$ cat config.mk
export PLATFORM = sky130hd
export DESIGN_NAME = imc_ctrl
export DESIGN_NICKNAME = d
export VERILOG_FILES = /design/src/hdl/imc_pkg.sv /design/src/hdl/imc_ctrl.sv
export SDC_FILE = /design/constraint.sdc
export NUM_CORES = 1
export LEC_CHECK = 0
export ABC_AREA = 1
export BUFFER_PORTS_ARGS = -buffer_cell sky130_fd_sc_hd__buf_2
export CORE_MARGIN = 5
export CORE_UTILIZATION = 44
export DETAILED_ROUTE_END_ITERATION = 10
export PLACE_DENSITY = 0.67
export REMOVE_ABC_BUFFERS = 1
export SLEW_MARGIN = 20
export SYNTH_ARGS = -nofsm -noshare
export SYNTH_HDL_FRONTEND = slang
export SYNTH_SLANG_ARGS = --single-unit
$ cat constraint.sdc
create_clock -name i_clk -period 1.55 [get_ports i_clk]
set_input_delay 0.31 -clock i_clk [delete_from_list [all_inputs] [get_ports i_clk]]
set_output_delay 0.31 -clock i_clk [all_outputs]
set_load 0.01 [all_outputs]
$ cat src/hdl/imc_pkg.sv
// shared constants, types and controller command/status structs for the
// inertial offset calibration and magnitude block; no dependencies
package imc_pkg;

    localparam int CAL_SAMPLES = 10;
    localparam int AXES        = 6;
    localparam int SMP_W       = 16;
    localparam int SUM_W       = 20;
    localparam int CNT_W       = 4;
    localparam int DIFF_W      = SMP_W + 1;
    localparam int SQ_W        = 2 * DIFF_W - 1;
    localparam int ACC_W       = SQ_W + 1;
    localparam int MAG_W       = ACC_W / 2;
    localparam int RREM_W      = MAG_W + 1;
    localparam int ROOT_STEPS  = MAG_W;
    localparam int STEP_W      = 5;
    localparam int SQ_LAST     = 3;

    // reciprocal of the run length, rounded up; exact for any sum magnitude below 2^SUM_W
    localparam int DIV_SHIFT   = SUM_W + 4;
    localparam int DIV_MUL_W   = DIV_SHIFT + 1;
    localparam int QPROD_W     = SUM_W + DIV_MUL_W;
    localparam logic [DIV_MUL_W-1:0] DIV_MUL =
        DIV_MUL_W'((2 ** DIV_SHIFT + CAL_SAMPLES - 1) / CAL_SAMPLES);

    localparam logic OP_CAL  = 1'b0;
    localparam logic OP_MEAS = 1'b1;

    typedef enum logic [2:0] {
        S_IDLE,
        S_CAL,
        S_DIV_LOAD,
        S_DIV,
        S_DIV_END,
        S_SQ,
        S_ROOT,
        S_DONE
    } t_state;

    typedef struct packed {
        logic       cap;
        logic       cal_add;
        logic       div_load;
        logic       div_step;
        logic       div_end;
        logic       sq_step;
        logic [1:0] sq_idx;
        logic       root_step;
        logic       load_out;
    } t_cmd;

    typedef struct packed {
        logic op;
        logic cal_last;
    } t_sts;

endpackage

$ cat src/hdl/imc_ctrl.sv
// controller: sequences capture, calibration, division, squaring and root
// steps, and owns both handshakes; depends on imc_pkg
module imc_ctrl import imc_pkg::*; (
    input  logic i_clk,
    input  logic i_rst_n,
    input  logic i_in_valid,
    output logic o_in_ready,
    output logic o_out_valid,
    input  logic i_out_ready,
    input  t_sts i_sts,
    output t_cmd o_cmd
);

    t_state            r_state, n_state;
    logic [STEP_W-1:0] r_step, n_step;
    logic              r_out_valid;
    logic              w_out_free;

    assign w_out_free  = !r_out_valid || i_out_ready;
    assign o_in_ready  = (r_state == S_IDLE);
    assign o_out_valid = r_out_valid;

    always_comb begin
        n_state = r_state;
        case (r_state)
            S_IDLE: begin
                if (i_in_valid) begin
                    n_state = (i_sts.op == OP_MEAS) ? S_SQ : S_CAL;
                end
            end
            S_CAL:      n_state = i_sts.cal_last ? S_DIV_LOAD : S_DONE;
            S_DIV_LOAD: n_state = S_DIV;
            S_DIV:      n_state = S_DIV_END;
            S_DIV_END:  n_state = S_DONE;
            S_SQ: begin
                if (r_step == STEP_W'(SQ_LAST)) begin
                    n_state = S_ROOT;
                end
            end
            S_ROOT: begin
                if (r_step == '0) begin
                    n_state = S_DONE;
                end
            end
            S_DONE: begin
                if (w_out_free) begin
                    n_state = S_IDLE;
                end
            end
            default:    n_state = S_IDLE;
        endcase
    end

    // op for the state decision comes straight off the port at capture
    always_comb begin
        n_step = r_step;
        case (r_state)
            S_IDLE:     n_step = '0;
            S_SQ: begin
                n_step = (r_step == STEP_W'(SQ_LAST)) ? STEP_W'(ROOT_STEPS - 1)
                                                      : r_step + 1'b1;
            end
            S_ROOT:     n_step = r_step - 1'b1;
            default:    n_step = r_step;
        endcase
    end

    always_comb begin
        o_cmd           = '0;
        o_cmd.sq_idx    = r_step[1:0];
        case (r_state)
            S_IDLE:     o_cmd.cap       = i_in_valid;
            S_CAL:      o_cmd.cal_add   = 1'b1;
            S_DIV_LOAD: o_cmd.div_load  = 1'b1;
            S_DIV:      o_cmd.div_step  = 1'b1;
            S_DIV_END:  o_cmd.div_end   = 1'b1;
            S_SQ:       o_cmd.sq_step   = 1'b1;
            S_ROOT:     o_cmd.root_step = 1'b1;
            S_DONE:     o_cmd.load_out  = w_out_free;
            default:    o_cmd.cap       = 1'b0;
        endcase
    end

    always_ff @(posedge i_clk) begin
        if (!i_rst_n) begin
            r_state     <= S_IDLE;
            r_step      <= '0;
            r_out_valid <= 1'b0;
        end else begin
            r_state <= n_state;
            r_step  <= n_step;
            if (o_cmd.load_out) begin
                r_out_valid <= 1'b1;
            end else if (i_out_ready) begin
                r_out_valid <= 1'b0;
            end
        end
    end

endmodule

==> summary.txt <==
GRT
  – First-pass GRT wire length: 2.773 mm
  – Largest net degree at the start of global routing: 9
  – Grt total ovfl: 0
  – Initial antenna violation count: 0
  – Total track usage: 13.42%
  – Vias in the first global route: 661

Clock tree
  – CTS clk-pin slew, worst paths: approximately 0.06 ns
  – H-tree depth: 1
  – CTS tree: yes
  – Total CTS buffers: 3
  – Post-CTS Hold Buffers: 0
  – TritonCTS Sinks: 9
  – Worst-Skew Late Latency: approximately 0.25 ns
  – Max Root-Sink Buffers: 2
  – Setup Buffers After CTS: 0
  – Clock root buffer: clkbuf_4

Final layout
  – Final Util: 52.45%
  – NumNets Final: 143
  – Share of cells above drive strength 1: 33.83%
  – Fin cells: ~160
  – Ant diodes: 0
  – Finished layout cell area: 895.9 um2
  – Area Overhead vs Synth: 15.86%

Detailed routing
  – DR vias/cell: 4.861
  – Final ANT Viol Nets: 0
  – Wire per inst: 10.58 um
  – DRC: 0
  – DR iter-0 viols: 11
  – Via count: about 770
  – Drt first pass iters: 3
  – Total wire length: around 1.7 mm

Synthesis
  – Top-area cell type share of the netlist area: 23.30%
  – Mean post-synth cell area: 6.666 um2
  – Most frequent cell after synthesis: nand2_1
  – Mapped Area: approximately 770 um2
  – EDFF count, synth: 0
  – YS warnings: 0
  – Async set-reset flop share out of synthesis: 0%
  – Top FF cell, synth: dfxtp_1
  – Commonest cells in the netlist: nand2_1 (18), inv_1 (15), nor2_1 (15), nand3_1 (11), dfxtp_1 (9)
  – Synth top area cells: dfxtp_1 (23%), nand2_1 (8.7%), inv_1 (7.3%), nor2_1 (7.3%), nand3_1 (7.1%)
  – Seq/Total Area, Yosys: 23.30%
  – Gate Count Post-Synth: 116
  – Yosys cell types: 26
  – Synth Register Bits: 9
  – Post-synth top area cell: dfxtp_1

Place
  – Number of port buffers: 17
  – Cells after DPL: 154
  – Post-DP Area: 855.8 um2
  – DP HPWL: around 1.4 mm
  – Routability cong.: 0.8085

Power and ir drop
  – Sw Pwr: about 780 uW
  – Power Internal: 772.8 uW
  – Leakage: 0.0004781 uW
  – Sw frac: 50.20%
  – Comb pwr share: between 50% and 60%
  – Part of the power in the clock network: 10.9%
  – VDD IR max: approximately 0.0011 V
  – Cell Pwr Density: 1732 nW/um2
  – Register share of total power: 29.1%

Min path
  – WHS Path Cells: 3
  – Worst hold path class: in2reg

Run
  – Max-cap violations: 0

Floorplanning
  – Core Rows: 15
  – Starting Density: 45.27%
  – Die Ht: 51.92 um
  – Core region area: 1708 um2
  – Die W: 51.92 um
  – I/O pin count: 18
  – Die area: 2696 um2

Critical path
  – Critical Path End Type: primary output
  – WP data required: 1.24 ns
  – R2R cell count: 8
  – CP Max Fanout: 6
  – Arrival time at the worst endpoint: ~1.2 ns
  – Crit Path Class: reg2out
  – Crit start category: flop

STA
  – Max_slew headroom: 79.82%
  – RSZ-0062 raised after global routing: true
  – Period utilization: 95.11%
  – Hold Fails Final Rpt: 0
  – Post-Route Setup TNS: 0 ns
  – Worst-Margin Slew: 0.3023 ns
  – Slew Viols, Final: 0
  – Final min period: about 1.5 ns
  – Highest Clock Rate: 678.3 MHz
  – Fin Clk Skew: 0.001136 ns
  – Setup violations, final: 0

Run status
  – Status: finished, final reports clean
power by group through the flow:
stage	Sequential, uW	Clock, uW	Combinational (uW)
2_1_floorplan	415	0	697
3_3_place_gp	431	0	910
3_5_place_dp	432	0	929
4_1_cts	437	178	937
5_1_grt	469	199	1050
6_report	452	170	930
cell families (layout without fill, tap and decap cells):
group,count (synthesis),in the layout,share of synthesized area [%]
buffers and inverters,24,41,14.72
XOR/XNOR,2,2,2.266
AO/OA/AOI/OAI,10,10,7.604
flip-flops,9,9,23.30
adder cells (fa/ha/maj),3,3,4.855
AND/OR/NAND/NOR,68,68,47.25
sequential cells by signal, indices dropped and copies added, names as in the netlist:
name / cells
r_step: 5
o_out_valid: 1
r_state: 3
layout make-up:
cell class,instances,area [um2]
fill,191,812.0
multi-input combinational,83,486.7
sequential,9,186.4
timing repair buffer,17,85.08
inverter,20,80.08
tap,25,31.28
clock buffer,4,26.28
timing repair:
action                                  4_1_cts  5_1_grt
endpoints found under the hold margin         0        0
gates resized for setup                       3        3
endpoints found under the setup margin        4        7
gates cloned                                  0        0
stage by stage:
| step | setup WS (ns) | hold slack, ns | power [uW] |
|---|---|---|---|
| 2_1_floorplan | 0.2405 | 0.4076 | 1112 |
| 3_3_place_gp | 0.1676 | 0.5293 | 1341 |
| 3_5_place_dp | 0.1326 | 0.5511 | 1361 |
| 4_1_cts | 0.02235 | 0.3180 | 1552 |
| 5_1_grt | -0.02160 | 0.3153 | 1719 |
| 6_report | 0.07576 | 0.3291 | 1552 |
routing by layer:
layer | share of wire, % | global-route usage [%]
met2 | 48 | 22.59
met5 | 0 | 0
met4 | 0 | 3.930
met3 | 4.5 | 2.579
met1 | 48 | 17.10
critical path: stages, from the launching register on:
cell and delay, ns:
dfxtp_2 0.42, nand2_1 0.15, inv_1 0.11, nand2_1 0.07
inv_1 0.05, buf_2 0.12
cells in the final DEF (no fill, tap or decap):
cell,Yosys,layout
clkinv_4,1,1
nor2_1,15,14
o21a_1,1,1
dfxtp_4,0,1
inv_2,4,4
dfxtp_1,9,6
dfxtp_2,0,2
nand3_2,4,4
nand3_1,11,11
nand2_4,3,3
xnor2_1,1,1
a31oi_1,2,2
nor2_2,2,2
nand3b_1,1,1
clkbuf_1,0,1
a21oi_2,1,1
ha_1,3,3
nand2_2,4,4
clkbuf_4,0,3
nand4_1,4,4
nor3_1,4,4
buf_2,0,17
nand2_1,18,18
o21ai_0,1,1
o21ai_1,2,2
nor2_4,2,3
xor2_1,1,1
a21oi_1,3,3
inv_1,15,15
worst paths after layout:
| kind | start | endpoint | slack (ns) |
|---|---|---|---|
| setup reg to reg | r_step[0] | r_step[2] | 0.14 |
| hold / removal | i_sts[1] | r_state[2] | 0.33 |
| hold reg to reg | r_step[1] | r_step[1] | 0.56 |
| setup / recovery | r_state[1] | o_cmd[6] | 0.08 |
(Power assumes the default switching activity.)
